$ cat src/rtl/p6lbl_pkg.sv
// Package for the packed 6-bit label decoder.
// Holds the payload and state types, code constants and the character tables.
// No dependencies.
`default_nettype none

package p6lbl_pkg;

  localparam int unsigned MaxResults = 8;

  localparam logic [5:0] CODE_MAX     = 6'h2F;
  localparam logic [5:0] CODE_SYMBOL  = 6'h1C;
  localparam logic [5:0] CODE_SPECIAL = 6'h1B;

  localparam logic [7:0] CH_LT = 8'h3C;
  localparam logic [7:0] CH_GT = 8'h3E;

  typedef enum logic [1:0] {
    SET_NORMAL  = 2'd0,
    SET_SYMBOL  = 2'd1,
    SET_SPECIAL = 2'd2
  } shift_t;

  typedef enum logic [1:0] {
    PH_FIRST  = 2'd0,
    PH_SECOND = 2'd1,
    PH_THIRD  = 2'd2
  } phase_t;

  typedef struct packed {
    logic [7:0] byte_in;
    logic       start_label;
  } p6lbl_in_t;

  typedef struct packed {
    logic [7:0] char_code;
    logic       char_valid;
    logic       label_done;
    logic       last_result;
  } p6lbl_out_t;

  typedef struct packed {
    logic [3:0] leftover_bits;
    logic [1:0] group_phase;
    logic [1:0] shift_set;
    logic       past_first_group;
  } p6lbl_state_t;

  // Characters produced by one code: n is 0, 1 or 4.
  typedef struct packed {
    logic [2:0]      n;
    logic [3:0][7:0] ch;
    logic [1:0]      shift_nxt;
  } p6lbl_emit_t;

  // All results caused by one request, in order from entry 0.
  typedef struct packed {
    logic [3:0]                 count;
    logic                       done;
    logic [MaxResults-1:0][7:0] chars;
    logic [MaxResults-1:0]      valids;
  } p6lbl_list_t;

  // A result of zero means the table leaves that code unmapped.
  function automatic logic [7:0] map_normal(input logic [5:0] code);
    logic [7:0] c;
    c = {2'b00, code};
    case (code) inside
      6'd0:            map_normal = 8'h20;
      [6'd1:6'd26]:    map_normal = c + 8'h40;
      [6'd32:6'd41]:   map_normal = c + 8'h10;
      default:         map_normal = 8'h00;
    endcase
  endfunction

  function automatic logic [7:0] map_symbol(input logic [5:0] code);
    logic [7:0] c;
    c = {2'b00, code};
    case (code) inside
      6'd0:            map_symbol = 8'h40;
      [6'd1:6'd15]:    map_symbol = c + 8'h20;
      [6'd26:6'd31]:   map_symbol = c + 8'h20;
      [6'd43:6'd47]:   map_symbol = c + 8'h30;
      default:         map_symbol = 8'h00;
    endcase
  endfunction

  function automatic logic [7:0] map_special(input logic [5:0] code);
    logic [7:0] c;
    c = {2'b00, code};
    case (code) inside
      [6'd0:6'd26]:    map_special = c + 8'h60;
      [6'd32:6'd41]:   map_special = c + 8'h10;
      default:         map_special = 8'h00;
    endcase
  endfunction

  function automatic logic [7:0] hex_digit(input logic [3:0] nib);
    if (nib < 4'd10) begin
      hex_digit = {4'h3, nib};
    end else begin
      hex_digit = {4'h0, nib} + 8'h57;
    end
  endfunction

  // Characters of one code no greater than CODE_MAX, and the next shift set.
  function automatic p6lbl_emit_t emit_code(input logic [5:0] code, input logic [1:0] sh);
    p6lbl_emit_t e;
    logic [7:0]  ch;
    logic        as_hex;
    e.n         = 3'd0;
    e.ch        = '0;
    e.shift_nxt = SET_NORMAL;
    ch          = 8'h00;
    as_hex      = 1'b0;
    case (sh)
      SET_NORMAL: begin
        if (code == CODE_SYMBOL) begin
          e.shift_nxt = SET_SYMBOL;
        end else if (code == CODE_SPECIAL) begin
          e.shift_nxt = SET_SPECIAL;
          as_hex      = 1'b1;
        end else begin
          ch     = map_normal(code);
          as_hex = (ch == 8'h00);
        end
      end
      SET_SYMBOL: begin
        ch     = map_symbol(code);
        as_hex = (ch == 8'h00);
      end
      default: begin
        ch     = map_special(code);
        as_hex = (ch == 8'h00);
      end
    endcase
    if (as_hex) begin
      e.n     = 3'd4;
      e.ch[0] = CH_LT;
      e.ch[1] = hex_digit({2'b00, code[5:4]});
      e.ch[2] = hex_digit(code[3:0]);
      e.ch[3] = CH_GT;
    end else if (ch != 8'h00) begin
      e.n     = 3'd1;
      e.ch[0] = ch;
    end
    return e;
  endfunction

endpackage

`default_nettype wire

$ cat src/rtl/p6lbl_decode.sv
// Combinational decode of one label byte against the current decoder state.
// Produces the ordered result list and the next state. Uses p6lbl_pkg.
`default_nettype none

module p6lbl_decode
  import p6lbl_pkg::*;
(
  input  p6lbl_in_t    req,
  input  logic         label_mode,
  input  p6lbl_state_t state,
  output p6lbl_list_t  list,
  output p6lbl_state_t state_nxt
);

  p6lbl_state_t st;
  p6lbl_emit_t  ea;
  p6lbl_emit_t  eb;
  logic         term;
  logic [5:0]   c1;
  logic [5:0]   c2;
  logic [7:0]   b;
  logic [3:0]   na;
  logic [3:0]   nab;

  assign b = req.byte_in;

  always_comb begin
    st        = req.start_label ? '0 : state;
    ea        = '0;
    eb        = '0;
    term      = 1'b0;
    c1        = 6'd0;
    c2        = 6'd0;
    state_nxt = st;
    if (label_mode) begin
      if (b == 8'h00) begin
        term = 1'b1;
      end else begin
        ea.n     = 3'd1;
        ea.ch[0] = b;
      end
    end else begin
      case (st.group_phase)
        PH_SECOND: begin
          c1 = {st.leftover_bits[1:0], b[7:4]};
          if (c1 > CODE_MAX) begin
            term = 1'b1;
          end else begin
            ea                      = emit_code(c1, st.shift_set);
            state_nxt.shift_set     = ea.shift_nxt;
            state_nxt.leftover_bits = b[3:0];
            state_nxt.group_phase   = PH_THIRD;
          end
        end
        PH_THIRD: begin
          c1 = {st.leftover_bits, b[7:6]};
          c2 = b[5:0];
          if (c1 > CODE_MAX) begin
            term = 1'b1;
          end else begin
            ea = emit_code(c1, st.shift_set);
            if (c2 > CODE_MAX) begin
              term = 1'b1;
            end else begin
              eb                         = emit_code(c2, ea.shift_nxt);
              state_nxt.shift_set        = eb.shift_nxt;
              state_nxt.leftover_bits    = 4'd0;
              state_nxt.group_phase      = PH_FIRST;
              state_nxt.past_first_group = 1'b1;
            end
          end
        end
        default: begin
          // The phase value that is never reached is handled as the first byte.
          c1 = b[7:2];
          if (c1 > CODE_MAX || (c1 == 6'd0 && !st.past_first_group)) begin
            term = 1'b1;
          end else begin
            ea                      = emit_code(c1, st.shift_set);
            state_nxt.shift_set     = ea.shift_nxt;
            state_nxt.leftover_bits = {2'b00, b[1:0]};
            state_nxt.group_phase   = PH_SECOND;
          end
        end
      endcase
    end
    if (term) begin
      state_nxt = '0;
    end
  end

  assign na  = {1'b0, ea.n};
  assign nab = {1'b0, ea.n} + {1'b0, eb.n};

  // Characters of the first code come first, then the second code's, then
  // the end marker when the label terminated.
  always_comb begin
    list.count = nab + {3'b000, term};
    list.done  = term;
    for (int k = 0; k < MaxResults; k++) begin
      list.chars[k]  = 8'h00;
      list.valids[k] = 1'b0;
      if (4'(k) < na) begin
        list.chars[k]  = ea.ch[2'(k)];
        list.valids[k] = 1'b1;
      end else if (4'(k) < nab) begin
        list.chars[k]  = eb.ch[2'(4'(k) - na)];
        list.valids[k] = 1'b1;
      end
    end
  end

endmodule

`default_nettype wire

$ cat src/rtl/p6lbl_res_buf.sv
// Result buffer: holds the results of one request and hands them out one per
// cycle on the result channel while out_stall is low. Uses p6lbl_pkg.
`default_nettype none

module p6lbl_res_buf
  import p6lbl_pkg::*;
(
  input  logic        clk,
  input  logic        rst_n,
  input  logic        load,
  input  p6lbl_list_t list,
  output logic        free,
  output logic        out_valid,
  input  logic        out_stall,
  output p6lbl_out_t  out_data
);

  logic [MaxResults-1:0][7:0] chars_r;
  logic [MaxResults-1:0]      valids_r;
  logic                       done_r;
  logic [3:0]                 cnt_r, cnt_nxt;
  logic [2:0]                 idx_r, idx_nxt;
  logic                       busy;
  logic                       take;
  logic                       last;

  assign busy = (cnt_r != 4'd0);
  assign take = busy && !out_stall;
  assign last = ({1'b0, idx_r} == (cnt_r - 4'd1));
  // The buffer can take a new list in the cycle its last result leaves.
  assign free = !busy || (take && last);

  always_comb begin
    cnt_nxt = cnt_r;
    idx_nxt = idx_r;
    if (load) begin
      cnt_nxt = list.count;
      idx_nxt = 3'd0;
    end else if (take && last) begin
      cnt_nxt = 4'd0;
    end else if (take) begin
      idx_nxt = idx_r + 3'd1;
    end
  end

  always_ff @(posedge clk) begin
    if (!rst_n) begin
      cnt_r <= 4'd0;
      idx_r <= 3'd0;
    end else begin
      cnt_r <= cnt_nxt;
      idx_r <= idx_nxt;
    end
  end

  always_ff @(posedge clk) begin
    if (load) begin
      chars_r  <= list.chars;
      valids_r <= list.valids;
      done_r   <= list.done;
    end
  end

  assign out_valid            = busy;
  assign out_data.char_code   = chars_r[idx_r];
  assign out_data.char_valid  = valids_r[idx_r];
  assign out_data.label_done  = done_r;
  assign out_data.last_result = last;

endmodule

`default_nettype wire

$ cat src/rtl/packed_6bit_label_decoder_unit.sv
// Top level of the packed 6-bit label decoder.
// Instantiates p6lbl_decode and p6lbl_res_buf; uses p6lbl_pkg.
//
//   Channel  Direction  Handshake              Payload
//   in_      input      in_valid / in_stall    p6lbl_in_t  (byte_in, start_label)
//   out_     output     out_valid / out_stall  p6lbl_out_t (char_code ... last_result)
//   cfg_     input      cfg_wr_en              cfg_wr_data (label_mode)
//
// A request is held in the input register, is decoded, and its results
// (zero to eight) leave the result buffer at one per cycle while out_stall is
// low; the result buffer's drain sets the rate.
// Reset is synchronous, active low, and clears the mode, decoder state and
// both valid flags. A stalled result channel holds the buffer, and the input
// register stalls once it holds a byte whose results cannot yet be loaded.
`default_nettype none

module packed_6bit_label_decoder_unit
  import p6lbl_pkg::*;
(
  input  logic       clk,
  input  logic       rst_n,
  input  logic       in_valid,
  output logic       in_stall,
  input  p6lbl_in_t  in_data,
  output logic       out_valid,
  input  logic       out_stall,
  output p6lbl_out_t out_data,
  input  logic       cfg_wr_en,
  input  logic       cfg_wr_data
);

  logic         label_mode_r;
  logic         in_v_r, in_v_nxt;
  p6lbl_in_t    in_data_r;
  p6lbl_state_t state_r;
  p6lbl_state_t state_nxt;
  p6lbl_list_t  list;
  logic         buf_free;
  logic         move;
  logic         accept;

  p6lbl_decode u_decode (
    .req        (in_data_r),
    .label_mode (label_mode_r),
    .state      (state_r),
    .list       (list),
    .state_nxt  (state_nxt)
  );

  // A request without results only updates the state and never waits.
  assign move     = in_v_r && ((list.count == 4'd0) || buf_free);
  assign in_stall = in_v_r && !move;
  assign accept   = in_valid && !in_stall;

  always_comb begin
    in_v_nxt = in_v_r;
    if (accept) begin
      in_v_nxt = 1'b1;
    end else if (move) begin
      in_v_nxt = 1'b0;
    end
  end

  always_ff @(posedge clk) begin
    if (!rst_n) begin
      label_mode_r <= 1'b0;
      in_v_r       <= 1'b0;
      state_r      <= '0;
    end else begin
      in_v_r <= in_v_nxt;
      if (cfg_wr_en) begin
        label_mode_r <= cfg_wr_data;
      end
      if (move) begin
        state_r <= state_nxt;
      end
    end
  end

  always_ff @(posedge clk) begin
    if (accept) begin
      in_data_r <= in_data;
    end
  end

  p6lbl_res_buf u_res_buf (
    .clk       (clk),
    .rst_n     (rst_n),
    .load      (move && (list.count != 4'd0)),
    .list      (list),
    .free      (buf_free),
    .out_valid (out_valid),
    .out_stall (out_stall),
    .out_data  (out_data)
  );

endmodule

`default_nettype wire

$ cat config.mk
export PLATFORM = sky130hd
export DESIGN_NAME = packed_6bit_label_decoder_unit
export DESIGN_NICKNAME = d
export VERILOG_FILES = /design/src/rtl/p6lbl_pkg.sv /design/src/rtl/p6lbl_decode.sv /design/src/rtl/p6lbl_res_buf.sv /design/src/rtl/packed_6bit_label_decoder_unit.sv
export SDC_FILE = /design/constraint.sdc
export NUM_CORES = 1
export LEC_CHECK = 0
export ABC_AREA = 1
export BUFFER_PORTS_ARGS = -buffer_cell sky130_fd_sc_hd__buf_4
export CAP_MARGIN = 20
export CORE_MARGIN = 2
export CORE_UTILIZATION = 38
export DETAILED_ROUTE_END_ITERATION = 10
export PLACE_DENSITY = 0.54
export SKIP_CTS_REPAIR_TIMING = 1
export SYNTH_ARGS = -nofsm -noshare
export SYNTH_HDL_FRONTEND = slang
export SYNTH_SLANG_ARGS = --single-unit
$ cat constraint.sdc
create_clock -name clk -period 9.2 [get_ports clk]
set_input_delay 1.84 -clock clk [delete_from_list [all_inputs] [get_ports clk]]
set_output_delay 1.84 -clock clk [all_outputs]
set_load 0.01 [all_outputs]
# Word-level counts from Yosys, hierarchy flattened
# Index checks and enable logic that the tools add are counted.
# W data, S select, Z words.
# word_totals
regBits,100
in_bits,15
output_inout_bits,13
elab_cells,492
# classes
add_sub_neg,40
order_cmp,77
n_eq_ne,13
mux,261
bitwise_logic,2
n_reduce_logical,72
# op_table
operator,count
$mux W8,158
$mux W37,7
$bmux W8 S2,8
$logic_not A8 Y1,13
$mux W22,4
$pmux W8 S2,5
$pmux W37 S2,1
$add A6 B7 Y8 const B,8
$add A6 B6 Y7 const B,8
$eq A6 B5 Y1 const B,8
$ge A6 B1 Y1 const B,8
$ge A6 B6 Y1 const B,8
$le A6 B5 Y1 const B,8
$le A6 B6 Y1 const B,8
$mux W9,5
$mux W1,44
$add A2 B7 Y8 const B,4
$add A4 B7 Y8 const B,4
$reduce_bool A8 Y1,4
$logic_and A1 B1 Y1,31
$mux W2,15
$add A6 B5 Y7 const B,4
$bmux W8 S3,1
$ge A6 B5 Y1 const B,4
other kinds (35),97

# Longest topological paths before layout
# Gate-level depths: netlist of run 1.
# depth
word_depth,38
ltp_mapped,34
ltp_nobuf,32

# Modules after synthesis
# A second synthesis of run 1 with hierarchy kept.
# unflattened
hier_cells,1221
area_unflattened_um2,8169.1
# modules_own_cells
module,n_inst,cells_each,area_each_um2,seq_area_each_um2
p6lbl_decode,1,860,4057.6,0.0
p6lbl_res_buf,1,276,3273.1,2332.2
packed_6bit_label_decoder_unit,1,85,838.3,490.5

# Least setup slack after synthesis of run 1
# OpenSTA, ideal clock, no wires.
# synth_path
path_type,reg2reg
start,register in_data_r[5] in the netlist's numbering
end,register u_res_buf.cnt_r[0]
setup_time_ns,0.128
t_arrival_ns,7.444
required_time_ns,9.072
slack_ns,1.628
path_stages_with_launch,32
n_path_buf,1
synth_period_minus_slack_ns,7.572
cell_sequence,edfxtp_1 > buf_2 > inv_1 > ha_1 > nand2_1 > nor2_4 > inv_2 > nand2_2 > nand2_1 > a21oi_1 > nand2_1 > nand2_1 > nand2_1 > nor2_1 > nand2_1 > nand2_1 > nand2_2 > a21oi_1 > ha_1 > ha_1 > ha_1 > xor2_1 > nor4_1 > nor2_1 > nand2_1 > nand2_1 > nor2_1 > inv_1 > nand2_1 > inv_1 > a22oi_1 > nor2_1
# synth_via
elab_chain_len,33
elab_cells_between_ends,228
classes_between,17 x add/sub; 33 x order compare; 6 x eq/ne; 130 x mux; 42 x reduce/logical
# synth_lines
element,line,source
from (decl),packed_6bit_label_decoder_unit.sv:34,p6lbl_in_t in_data_r;
from (signal assigned),packed_6bit_label_decoder_unit.sv:82,in_data_r <= in_data;
$ge A6 B6 Y1 (implied by the code) or $le A6 B6 Y1 (tied branches),"p6lbl_pkg.sv:123, p6lbl_pkg.sv:132",
$logic_and A1 B1 Y1 (implied by the code),"p6lbl_pkg.sv:123, p6lbl_pkg.sv:132",
$mux W8,"p6lbl_pkg.sv:67, p6lbl_pkg.sv:90",
$mux W8 (2 in a row),p6lbl_pkg.sv:67,case (code) inside
$mux W8,p6lbl_pkg.sv:119,end else if (code == CODE_SPECIAL) begin
$mux W8,p6lbl_pkg.sv:117,if (code == CODE_SYMBOL) begin
$mux W8,p6lbl_pkg.sv:115,case (sh)
$mux W8,p6lbl_decode.sv:62,if (c2 > CODE_MAX) begin
[17 not listed],-,
$add A3 B3 Y4,p6lbl_decode.sv:93,"assign nab = {1'b0, ea.n} + {1'b0, eb.n};"
$add A4 B1 Y4 (*),p6lbl_decode.sv:98,"list.count = nab + {3'b000, term};"
$logic_not A4 Y1,packed_6bit_label_decoder_unit.sv:51,assign move = in_v_r && ((list.count == 4'd0) || buf_free);
$logic_or A1 B1 Y1,packed_6bit_label_decoder_unit.sv:51,
$logic_and A1 B1 Y1,packed_6bit_label_decoder_unit.sv:51,
$logic_and A1 B1 Y1 (*),packed_6bit_label_decoder_unit.sv:89,".load (move && (list.count != 4'd0)),"
net u_res_buf.load,p6lbl_res_buf.sv:10,"input logic load,"
$mux W4 or $reduce_bool A2 Y1 (tied branches),-,
to (signal assigned),p6lbl_res_buf.sv:51,cnt_r <= cnt_nxt;
to (decl),p6lbl_res_buf.sv:21,"logic [3:0] cnt_r, cnt_nxt;"
# Mark *: on every way through the listed nets, which the timed path passes. The rest lies on a longest branch. The select of a mux whose other input is x is not followed.
# A chain may end at the register's enable or synchronous reset.

# Final worst setup path of run 1
# layout_path
start,register in_data_r[6] in the netlist's numbering
end,output in_stall
# layout_via
elab_chain_len,33
elab_cells_between_ends,226
classes_between,17 x add/sub; 33 x order compare; 6 x eq/ne; 129 x mux; 41 x reduce/logical
# layout_lines
element,line,source
$ge A6 B6 Y1 (implied by the code) or $le A6 B6 Y1 (tied branches),"p6lbl_pkg.sv:123, p6lbl_pkg.sv:132",
$logic_and A1 B1 Y1 (implied by the code),"p6lbl_pkg.sv:123, p6lbl_pkg.sv:132",
$mux W8,"p6lbl_pkg.sv:67, p6lbl_pkg.sv:90",
$mux W8 (2 in a row),p6lbl_pkg.sv:67,
$mux W8,p6lbl_pkg.sv:119,
$mux W8,p6lbl_pkg.sv:117,
$mux W8,p6lbl_pkg.sv:115,
$mux W8,p6lbl_decode.sv:62,
[16 not listed],-,
$mux W37,p6lbl_decode.sv:35,if (label_mode) begin
$add A3 B3 Y4,p6lbl_decode.sv:93,
$add A4 B1 Y4 (*),p6lbl_decode.sv:98,
$logic_not A4 Y1 (*),packed_6bit_label_decoder_unit.sv:51,
$logic_or A1 B1 Y1 (*),packed_6bit_label_decoder_unit.sv:51,
$logic_and A1 B1 Y1 (*),packed_6bit_label_decoder_unit.sv:51,
$logic_not A1 Y1 (*),packed_6bit_label_decoder_unit.sv:52,assign in_stall = in_v_r && !move;
$logic_and A1 B1 Y1 (*),packed_6bit_label_decoder_unit.sv:52,
to (decl),packed_6bit_label_decoder_unit.sv:23,"output logic in_stall,"
# Mark *: on every way between the ends. The rest lies on a longest branch, timed or not. The select of a mux whose other input is x is not followed.

==> results of run 1 <==
power by group through the flow:
stage,Combinational [mW],Clock (mW),Sequential [mW]
floorplan,0.224,0,0.547
global placement,0.316,0,0.554
detailed placement,0.313,0,0.555
CTS,0.314,0.399,0.545
global route,0.352,0.416,0.549
finish,0.316,0.390,0.546
layout make-up:
cell class                      count  area [um^2]  share of cell area [%]
Multi-Input combinational cell    848         4260                    51.2
Sequential cell                    98         2760                    33.2
Inverter                          113          432                    5.18
Tap cell                          265          332                    3.98
Clock buffer                       11          243                    2.92
Timing Repair Buffer               31          233                    2.79
Clock inverter                      5         61.3                   0.736
metal layers:
metal  vias to the layer above  GRT usage [%]
met5                         -              0
li1                       3692              -
met1                      3509           31.7
met2                       336           38.6
met3                        71           4.14
met4                         0           9.71
logic make-up (layout without fill, tap and decap cells):
kind of cell | Yosys count | after routing | share of synthesized area [%]
buffers and inverters | 149 | 160 | 8.02
XOR/XNOR | 7 | 7 | 0.805
AND/OR/NAND/NOR | 618 | 618 | 36.1
flip-flops | 98 | 98 | 36.3
AO/OA/AOI/OAI | 193 | 193 | 14.5
other | 1 | 5 | 0.0492
adder cells (fa/ha/maj) | 25 | 25 | 4.21
through the flow:
stage / cell area, um^2 / hold slack (ns) / instances / util [%] / power [mW]
4_1_cts: 8330 / 0.472 / 1371 / 42.5 / 1.26
6_report: 8330 / 0.470 / 1371 / 42.5 / 1.25
5_1_grt: 8330 / 0.510 / 1371 / 42.5 / 1.32
3_3_place_gp: 8020 / 0.456 / 1355 / 41.0 / 0.870
2_1_floorplan: 7630 / 0.445 / 1095 / - / 0.771
3_5_place_dp: 8020 / 0.462 / 1355 / 41.0 / 0.868
state kept, by name, summed over array words and instances, names as in the netlist:
signal,count
u_res_buf.cnt_r,4
u_res_buf.done_r,1
in_data_r,9
u_res_buf.chars_r,62
u_res_buf.idx_r,3
state_r,9
u_res_buf.valids_r,8
label_mode_r,1
in_v_r,1
worst max-delay path, delay by kind of cell, from the launching register on:
| kind | cells | cell delay (ns) |
|---|---|---|
| simple gates | 8 | 2.14 |
| fa+ha+maj | 4 | 1.13 |
| buf+inv | 5 | 1.04 |
| flops | 1 | 0.68 |
| compound gates | 1 | 0.43 |
| xor+xnor | 1 | 0.15 |
how the worst max path moves through the flow:
stage | from | endpoint | cells past startpoint
floorplan | in_data_r[5]$_DFFE_PP_ | u_res_buf.cnt_r[0]$_SDFFE_PN0P_ | 31
CTS | in_data_r[6]$_DFFE_PP_ | in_stall | 19
finish | in_data_r[6]$_DFFE_PP_ | in_stall | 19
global route | in_data_r[6]$_DFFE_PP_ | in_stall | 19
global placement | in_data_r[6]$_DFFE_PP_ | in_stall | 19
detailed placement | in_data_r[6]$_DFFE_PP_ | in_stall | 19
placed cells by master, fill, tap and decap left out, types with 18 or more instances in the layout:
cell type  synthesis  routed
a21oi_1           52      52
buf_4              5      31
dfxtp_1           18      18
edfxtp_1          80      80
ha_1              24      24
inv_1             98      98
nand2_1          270     270
nand3_1           93      93
nand4_1           23      23
nor2_1           167     166
o21ai_0           66      66
==> summary.md, run 1 <==
| Metric | Value |
|---|---|
| Clock transition at path regs | 0.07 ns |
| Share of layout cells above drive strength 1 | 9.31% |
| Comb power frac | about 25% |
| Worst Hold Depth | 2 |
| Hold crit path type | reg -> reg |
| Net Sw Frac | 33.1% |
| First-pass GRT wire length | 40000 um |
| Slew Viols, Final | 0 |
| Async SR Flop Fraction | 0% |
| Core area | 19600 um^2 |
| Critical register-to-register path endpoint | u_res_buf.chars_r[34]$_DFFE_PP_ |
| Worst R2R Setup Slack | 2.29 ns |
| Source of the worst hold timing path | state_r[0]$_SDFFE_PN0N_ |
| Synthesized cell area | 7610 um^2 |
| Placement Setup Slack | 1.78 ns |
| Metal2 WL | 11500 um |
| DR vias/cell | 5.55 |
| Clock skew | 0.0122 ns |
| Clk sinks | 98 |
| 1st-iter DRT viols | 779 |
| Clock power frac | 31.2% |
| Average size of a mapped cell | 6.98 um^2 |
| Max Clk Rate | 129 MHz |
| GP Congestion | 0.971 |
| Site Rows | 51 |
| CTS max path bufs | 2 |
| Met1 wire length | approximately 11000 um |
| Maximum Capacitance Violations | 0 |
| Fin crit share | between 80 and 90% |
| Register share of total power | between 40 and 50% |
| Worst rel slew slack | roughly a third |
| Die ar. | 21200 um^2 |
| Status | finished, final reports clean |
| Finish-stage setup viols | 0 |
| Post-Synthesis Cells | roughly 1100 |
| Final hold vios | 0 |
| Pint | 837 uW |
| Worst setup EP type | output port |
| Setup_tns | 0 ns |
| Post-synth EDFFs | 80 |
| Die Wd | 146 um |
| Worst-Margin Slew | 1.01 ns |
| ANT nets after route | 0 |
| Most common cell in the netlist | nand2_1 |
| Max FO, Critical Path | 20 |
| # diodes | 0 |
| Top Layer Used | met4 |
| Synth Register Bits | ~100 |
| Yosys warning total | 0 |
| Port Buffers | 27 |
| Pin count of the biggest net entering global routing | 42 |
| Hpwl dp | between 15000 and 20000 um |
| TritonCTS Buffers | 9 |
| Via count | 7608 |
| Post-synthesis sequential area ratio | a little over a third |
| Number of fill cells | between 2000 and 2500 |
| Initial antenna violation count | 0 |
| Max incr delay on CP | 0.68 ns |
| Net Sw Power | slightly above 400 uW |
| Cell mode on critical path | ha_1 |
| Drt first pass iters | 5 |
| Cell taking the most area after synthesis | edfxtp_1 |
| Critical Path Start Type | register |
| Final nets | 1141 |
| Die Ht | approximately 150 um |
| Unrepaired setup endpoints after global routing | false |
| Synth top area share | 31.5% |
| Hold EP | state_r[0]$_SDFFE_PN0N_ |
| Grt ovf | 0 |
| Critical path class | reg -> out |
| I/O pin count | 28 |
| P_leak | roughly 3.7 nW |
| Synth cell types | 57 |
| Synth cell count leaders | nand2_1 (270), nor2_1 (167), inv_1 (98), nand3_1 (93), edfxtp_1 (80) |
| WP data required | 7.36 ns |
| Vias in the first global route | 7108 |
| DRC errors left | 0 |
| Clock tree root buffer cell | clkbuf_16 |
| PnR worst setup slack | 1.42 ns |
| Slowest-stage cell, CP | edfxtp_1 |
| Syn-to-layout area delta | 9.35% |
| Fin crit period | 7.78 ns |
| Total GRT Usage | 23.8% |
| Initial Util | between 30% and 40% |
| WL met3 | around 1700 um |
| TritonCTS clock tree | yes |
| Crit-path cells | inv_1, ha_1, nand2_1, nor2_4, inv_2, nor2_1, inv_1, nand2_1, inv_1, a21oi_1, ha_1, ha_1, ha_1, xor2_1, nor4_1, nor2_1, nand2_1, nor2_1, buf_4 |
| Crit Reg-Reg Startpoint | in_data_r[6]$_DFFE_PP_ |
| Max IR drop VDD | around 80 uV |
| Main flop type after synthesis | edfxtp_1 |
| # H-tree levels | 3 |
| Synth area leaders | edfxtp_1 (32%), nand2_1 (13%), nor2_1 (8.2%) |
| Worst skew pair latency | ~0.35 ns |
| Pwr dens | 150 nW/um^2 |
| Reg2reg path depth | 20 |
| Arr. time, crit path | ~5.9 ns |
| Routed length per placed instance | 18.4 um |
| Routed wire length | roughly 25000 um |
Note: power is estimated with default switching activity, not from simulation.
==> run 2: changes to the inputs <==
==> constraint.sdc (replaced) <==
create_clock -name clk -period 7.85 [get_ports clk]
set_input_delay 1.57 -clock clk [delete_from_list [all_inputs] [get_ports clk]]
set_output_delay 1.57 -clock clk [all_outputs]
set_load 0.01 [all_outputs]
==> run 2 against run 1 <==
Via count grew 0.58%. Sequential cell count unchanged. Non-clock buffer count rose by 3. Critical path depth up 6. Worst hold slack gained 0.0012 ns. Critical path type unchanged. Largest power group unchanged. Highest routed layer unchanged.
==> summary.md, run 2 (same netlist as run 1, synthesis figures left out) <==
| Metric | Value |
|---|---|
| Arr. time, crit path | approximately 5.7 ns |
| Worst-Margin Slew | between 1 and 1.5 ns |
| CP startpoint | in_data_r[6]$_DFFE_PP_ |
| Dpl cells | 1358 |
| WP data required | 6.28 ns |
| 1st-iter DRT viols | 723 |
| Final Util | 42.6% |
| Initial Util | 38.9% |
| # H-tree levels | 3 |
| Critical path class | reg -> out |
| Die Ht | 146 um |
| Unrepaired setup endpoints after global routing | false |
| First-pass GRT wire length | 40700 um |
| DR vias/cell | 5.57 |
| Core area | 19600 um^2 |
| Site Rows | just over 50 |
| I/O pin count | 28 |
| Clock transition at path regs | around 0.07 ns |
| Clock skew | around 0.0084 ns |
| Via count | 7652 |
| Die Wd | 146 um |
| Max Clk Rate | approximately 140 MHz |
| Setup_tns | 0 ns |
| GP Congestion | 1.03 |
| Worst skew pair latency | 0.35 ns |
| DP Area | between 8000 and 9000 um^2 |
| Vias in the first global route | 7211 |
| Commonest non-fill, non-tap cells in the layout | nand2_1 (270), nor2_1 (166), inv_1 (98) |
| Final Non-Filler Cells | 1374 |
| Max reg flops | 62 |
| CP endpoint | in_stall |
| Reg2reg path depth | 26 |
| Initial antenna violation count | 0 |
| PnR worst setup slack | 0.620 ns |
| Worst R2R Setup Slack | ~1.4 ns |
| Hold slack | 0.472 ns |
| TritonCTS Buffers | 9 |
| Worst rel slew slack | 28.0% |
| Status | finished, final reports clean |
| Final hold vios | 0 |
| Total GRT Usage | 24.3% |
| Syn-to-layout area delta | 9.61% |
| Crit Reg-Reg Startpoint | in_data_r[6]$_DFFE_PP_ |
| Total design power | ~1.4 mW |
| Slew Viols, Final | 0 |
| Clock tree root buffer cell | clkbuf_16 |
| Fin crit share | 92.1% |
| Top flop regs | u_res_buf.chars_r: 62 flops, in_data_r: 9 flops, state_r: 9 flops |
| Hpwl dp | between 15000 and 20000 um |
| Routed wire length | between 20000 and 30000 um |
| Number of fill cells | 2088 |
| Maximum Capacitance Violations | 0 |
| Placement Setup Slack | ~1.1 ns |
| Die ar. | about 21000 um^2 |
| P_leak | between 3 and 4 nW |
| Pin count of the biggest net entering global routing | 74 |
| Routed length per placed instance | 18.8 um |
| Max FO, Critical Path | 16 |
| Most common cell after layout, fill and taps aside | nand2_1 |
| Grt ovf | 0 |
| Final nets | between 1000 and 1500 |
| Worst setup EP type | output port |
| Pwr dens | 173 nW/um^2 |
| Post-route cell area | between 8000 and 9000 um^2 |
| Critical register-to-register path endpoint | u_res_buf.chars_r[22]$_SDFFCE_PP0P_ |
| Top reg by flops | u_res_buf.chars_r |
| CTS max path bufs | 2 |
| Share of layout cells above drive strength 1 | 9.65% |
| # diodes | 0 |
| Max IR drop VDD | 99.0 uV |
| Drt first pass iters | 6 |
| Hold crit path type | reg -> reg |
| Port Buffers | 27 |
| ANT nets after route | 0 |
| DRC errors left | 0 |
| Fin crit period | 7.23 ns |
| Critical Path Start Type | register |
| TritonCTS clock tree | yes |
| Clk sinks | 98 |
| Finish-stage setup viols | 0 |
-- run 2: cell count changes in the layout (fill, tap and decap cells not counted) --
| cell | previous run | this run |
|---|---|---|
| buf_12 | 0 | 1 |
| buf_4 | 31 | 33 |
| bufinv_16 | 1 | 0 |
| clkbuf_1 | 1 | 0 |
| clkinv_4 | 1 | 0 |
| clkinvlp_4 | 0 | 3 |
| inv_6 | 2 | 0 |
| inv_8 | 0 | 2 |
-- run 2: report_power, final --
part | internal (mW) | switching, mW | total [mW]
Combinational | 0.112 | 0.264 | 0.376
Sequential | 0.613 | 0.0238 | 0.637
Clock | 0.228 | 0.205 | 0.433
Total | 0.953 | 0.493 | 1.45
-- run 2: worst min path at each step --
stage	start	cells after the start	slack, ns	endpoint
4_1_cts	state_r[0]$_SDFFE_PN0N_	2	0.48	state_r[0]$_SDFFE_PN0N_
3_3_place_gp	state_r[0]$_SDFFE_PN0N_	2	0.46	state_r[0]$_SDFFE_PN0N_
5_1_grt	state_r[1]$_SDFFE_PN0N_	2	0.51	state_r[1]$_SDFFE_PN0N_
6_report	state_r[0]$_SDFFE_PN0N_	2	0.47	state_r[0]$_SDFFE_PN0N_
3_5_place_dp	state_r[0]$_SDFFE_PN0N_	2	0.47	state_r[0]$_SDFFE_PN0N_
2_1_floorplan	state_r[0]$_SDFFE_PN0N_	2	0.45	state_r[0]$_SDFFE_PN0N_
-- run 2: cell type report --
cell class              count  area [um^2]  area share (%)
multi-input cells         848         4260            51.1
clock inverters             6         50.0           0.600
flip-flops and latches     98         2760            33.1
clock buffers              10          239            2.86
repair buffers             34          268            3.21
inverters                 113          432            5.17
well taps                 265          332            3.97
-- run 2: metal layers --
metal  up-vias  global-route usage [%]  wire [um]
met1      3592                    32.6      11400
met5         -                       0          0
met3        65                    3.51       1490
li1       3687                       -          -
met2       308                    39.5      12000
met4         0                    10.0        971
-- run 2: critical path, cell delays in order, from the launching register on --
cell	delay, ns
edfxtp_1	0.68
inv_1	0.37
ha_1	0.38
nand2_1	0.24
nor2_4	0.30
inv_2	0.12
nand2_2	0.12
nand3_1	0.18
nand2_1	0.11
nor2_1	0.05
nor2_1	0.15
nand2_1	0.08
nor2_1	0.12
nand2_1	0.07
nand2_1	0.06
nand2_2	0.09
a21oi_1	0.38
ha_1	0.34
ha_1	0.21
ha_1	0.19
xor2_1	0.15
nor4_1	0.55
nor2_1	0.08
nand2_1	0.10
nor2_1	0.06
buf_4	0.14
==> run 3: changes to the inputs <==
--- a/config.mk
+++ b/config.mk
@@ -11,7 +11,7 @@
 export CORE_MARGIN = 2
 export CORE_UTILIZATION = 38
 export DETAILED_ROUTE_END_ITERATION = 10
-export PLACE_DENSITY = 0.54
+export PLACE_DENSITY = 0.56
 export SKIP_CTS_REPAIR_TIMING = 1
 export SYNTH_ARGS = -nofsm -noshare
 export SYNTH_HDL_FRONTEND = slang
==> constraint.sdc (replaced) <==
create_clock -name clk -period 6 [get_ports clk]
set_input_delay 1.2 -clock clk [delete_from_list [all_inputs] [get_ports clk]]
set_output_delay 1.2 -clock clk [all_outputs]
set_load 0.01 [all_outputs]
==> run 3 against run 2 <==
Die area did not move. Count of clock-buffer cells in the layout rose by 1. Global-route usage fell by 0.19 points. Sequential share of layout area fell by 1.1 points. First-iteration DRC count fell by 1.8%. Sequential cell count did not move. Register-to-register slack got worse by 0.33 ns. Critical path type unchanged. Critical endpoint unchanged.
==> summary.md, run 3 (same netlist as run 1, synthesis figures left out) <==
| Metric | Value |
|---|---|
| Status | finished, final reports clean |
| GP Congestion | 1.00 |
| Arr. time, crit path | 4.50 ns |
| PnR worst setup slack | 0.295 ns |
| Cell mode on critical path | nand2_2 |
| Unrepaired setup endpoints after global routing | false |
| Port Buffers | 27 |
| Hpwl dp | approximately 20000 um |
| Maximum Capacitance Violations | 0 |
| Vias in the first global route | 7047 |
| Die Ht | 146 um |
| Top flop regs | u_res_buf.chars_r: 62 flops, in_data_r: 9 flops, state_r: 9 flops |
| Worst skew pair latency | 0.36 ns |
| Placement Setup Slack | 0.102 ns |
| Final hold vios | 0 |
| CTS max path bufs | 2 |
| Die ar. | 21200 um^2 |
| Die Wd | 146 um |
| Critical path class | reg -> out |
| Slew Viols, Final | 0 |
| Routed wire length | ~26000 um |
| DR vias/cell | about 5.4 |
| Max incr delay on CP | 0.47 ns |
| Number of fill cells | 2071 |
| Clock skew | roughly 0.0060 ns |
| Worst-Margin Slew | 1.17 ns |
| Fin crit share | a little over nine tenths |
| DRC errors left | 0 |
| Pin count of the biggest net entering global routing | 74 |
| Top reg by flops | u_res_buf.chars_r |
| Most common cell after layout, fill and taps aside | nand2_1 |
| Final Non-Filler Cells | 1400 |
| Max FO, Critical Path | 10 |
| Hold crit path type | reg -> reg |
| # H-tree levels | 3 |
| Routed length per placed instance | 18.4 um |
| Crit-path cells | clkinv_4, nand2_8, inv_4, nand2_2, nor3_4, nand2_2, nand2_2, nor2_2, nand2_2, inv_1, o21ai_1, o31ai_1, nor3_1, nand3_1, o21ai_2, ha_1, ha_1, ha_1, xor2_1, nor4_2, nor2_1, nand2_1, nor2_1, buf_4 |
| Drt first pass iters | 5 |
| Clock transition at path regs | 0.07 ns |
| Site Rows | 51 |
| Post-route cell area | 8640 um^2 |
| Clk sinks | 98 |
| ANT nets after route | 0 |
| Fin crit period | 5.70 ns |
| Pwr dens | about 230 nW/um^2 |
| Critical Path Start Type | register |
| P_leak | 3.80 nW |
| Syn-to-layout area delta | 13.4% |
| Max IR drop VDD | around 140 uV |
| Total GRT Usage | approximately a quarter |
| CP top delay family | simple AND/OR/NAND/NOR gates |
| Final nets | about 1200 |
| Share of layout cells above drive strength 1 | between 10% and 20% |
| Clock tree root buffer cell | clkbuf_16 |
| Core area | 19600 um^2 |
| Max reg flops | 62 |
| Total design power | 1.98 mW |
| Worst setup EP type | output port |
| Commonest non-fill, non-tap cells in the layout | nand2_1 (267), nor2_1 (164), inv_1 (93), nand3_1 (93), edfxtp_1 (80) |
| Via count | 7537 |
| I/O pin count | 28 |
| Initial Util | between 30% and 40% |
| Worst R2R Setup Slack | 1.10 ns |
| # diodes | 0 |
| Dpl cells | 1371 |
| First-pass GRT wire length | between 40000 and 50000 um |
| TritonCTS Buffers | 9 |
| 1st-iter DRT viols | 710 |
| TritonCTS clock tree | yes |
| Finish-stage setup viols | 0 |
| Grt ovf | 0 |
| Worst rel slew slack | 21.9% |
| WP data required | 4.80 ns |
| CP bufs+invs | 4 |
| Initial antenna violation count | 0 |
| Max Clk Rate | 175 MHz |
| Slowest-stage cell, CP | edfxtp_1 |
| DP Area | 8160 um^2 |
-- run 3: changes by cell type in the layout (fill, tap and decap cells not counted), moves of 3 or more --
cell,change
ha_1,-5
buf_4,+26
nand2_2,+3
inv_2,+4
ha_2,+4
inv_1,-5
nand2_1,-3
-- run 3: tightest hold or removal path: cells and delay by family (launching register included) --
kind	cells	cell delay (ns)
AOI/OAI and AO/OA	1	0.06
and+or+nand+nor	1	0.06
DFF	1	0.31
-- run 3: final cells by class --
cell class                 count  area (um^2)  area share [%]
multi-input combinational    848         4320            50.1
sequential                    98         2760            32.0
timing repair buffer          60          463            5.36
inverter                     113          438            5.07
tap                          265          332            3.84
clock buffer                  11          233            2.69
clock inverter                 5         85.1           0.985
-- run 3: power breakdown --
part	switching, mW	internal, mW	total (mW)	leakage, nW
logic	0.357	0.164	0.521	2.73
registers	0.0241	0.802	0.826	0.920
clock network	0.263	0.369	0.632	0.151
total	0.644	1.33	1.98	3.80
-- run 3: worst paths after layout --
| path | cells after the start | startpoint | end |
|---|---|---|---|
| setup / recovery | 24 | in_data_r[0]$_DFFE_PP_ | in_stall |
| hold / removal | 2 | state_r[0]$_SDFFE_PN0N_ | state_r[0]$_SDFFE_PN0N_ |
| setup reg to reg | 25 | in_data_r[0]$_DFFE_PP_ | u_res_buf.chars_r[2]$_DFFE_PP_ |
| hold reg to reg | 2 | state_r[0]$_SDFFE_PN0N_ | state_r[0]$_SDFFE_PN0N_ |
-- run 3: layer usage --
metal	part of all wire [%]	up-vias	GRT usage [%]
li1	-	3747	-
met1	44	3499	32.0
met2	47	230	39.7
met3	5.0	61	3.04
met4	3.8	0	10.5
met5	0	-	0
-- run 3: through the flow --
step	hold WS, ns	util [%]	TNS [ns]
final	0.472	44.1	0
after global routing	0.504	44.1	0
after CTS	0.474	43.3	-0.278
after detailed placement	0.463	41.6	0
after global placement	0.459	41.6	0
after floorplan	0.445	-	0
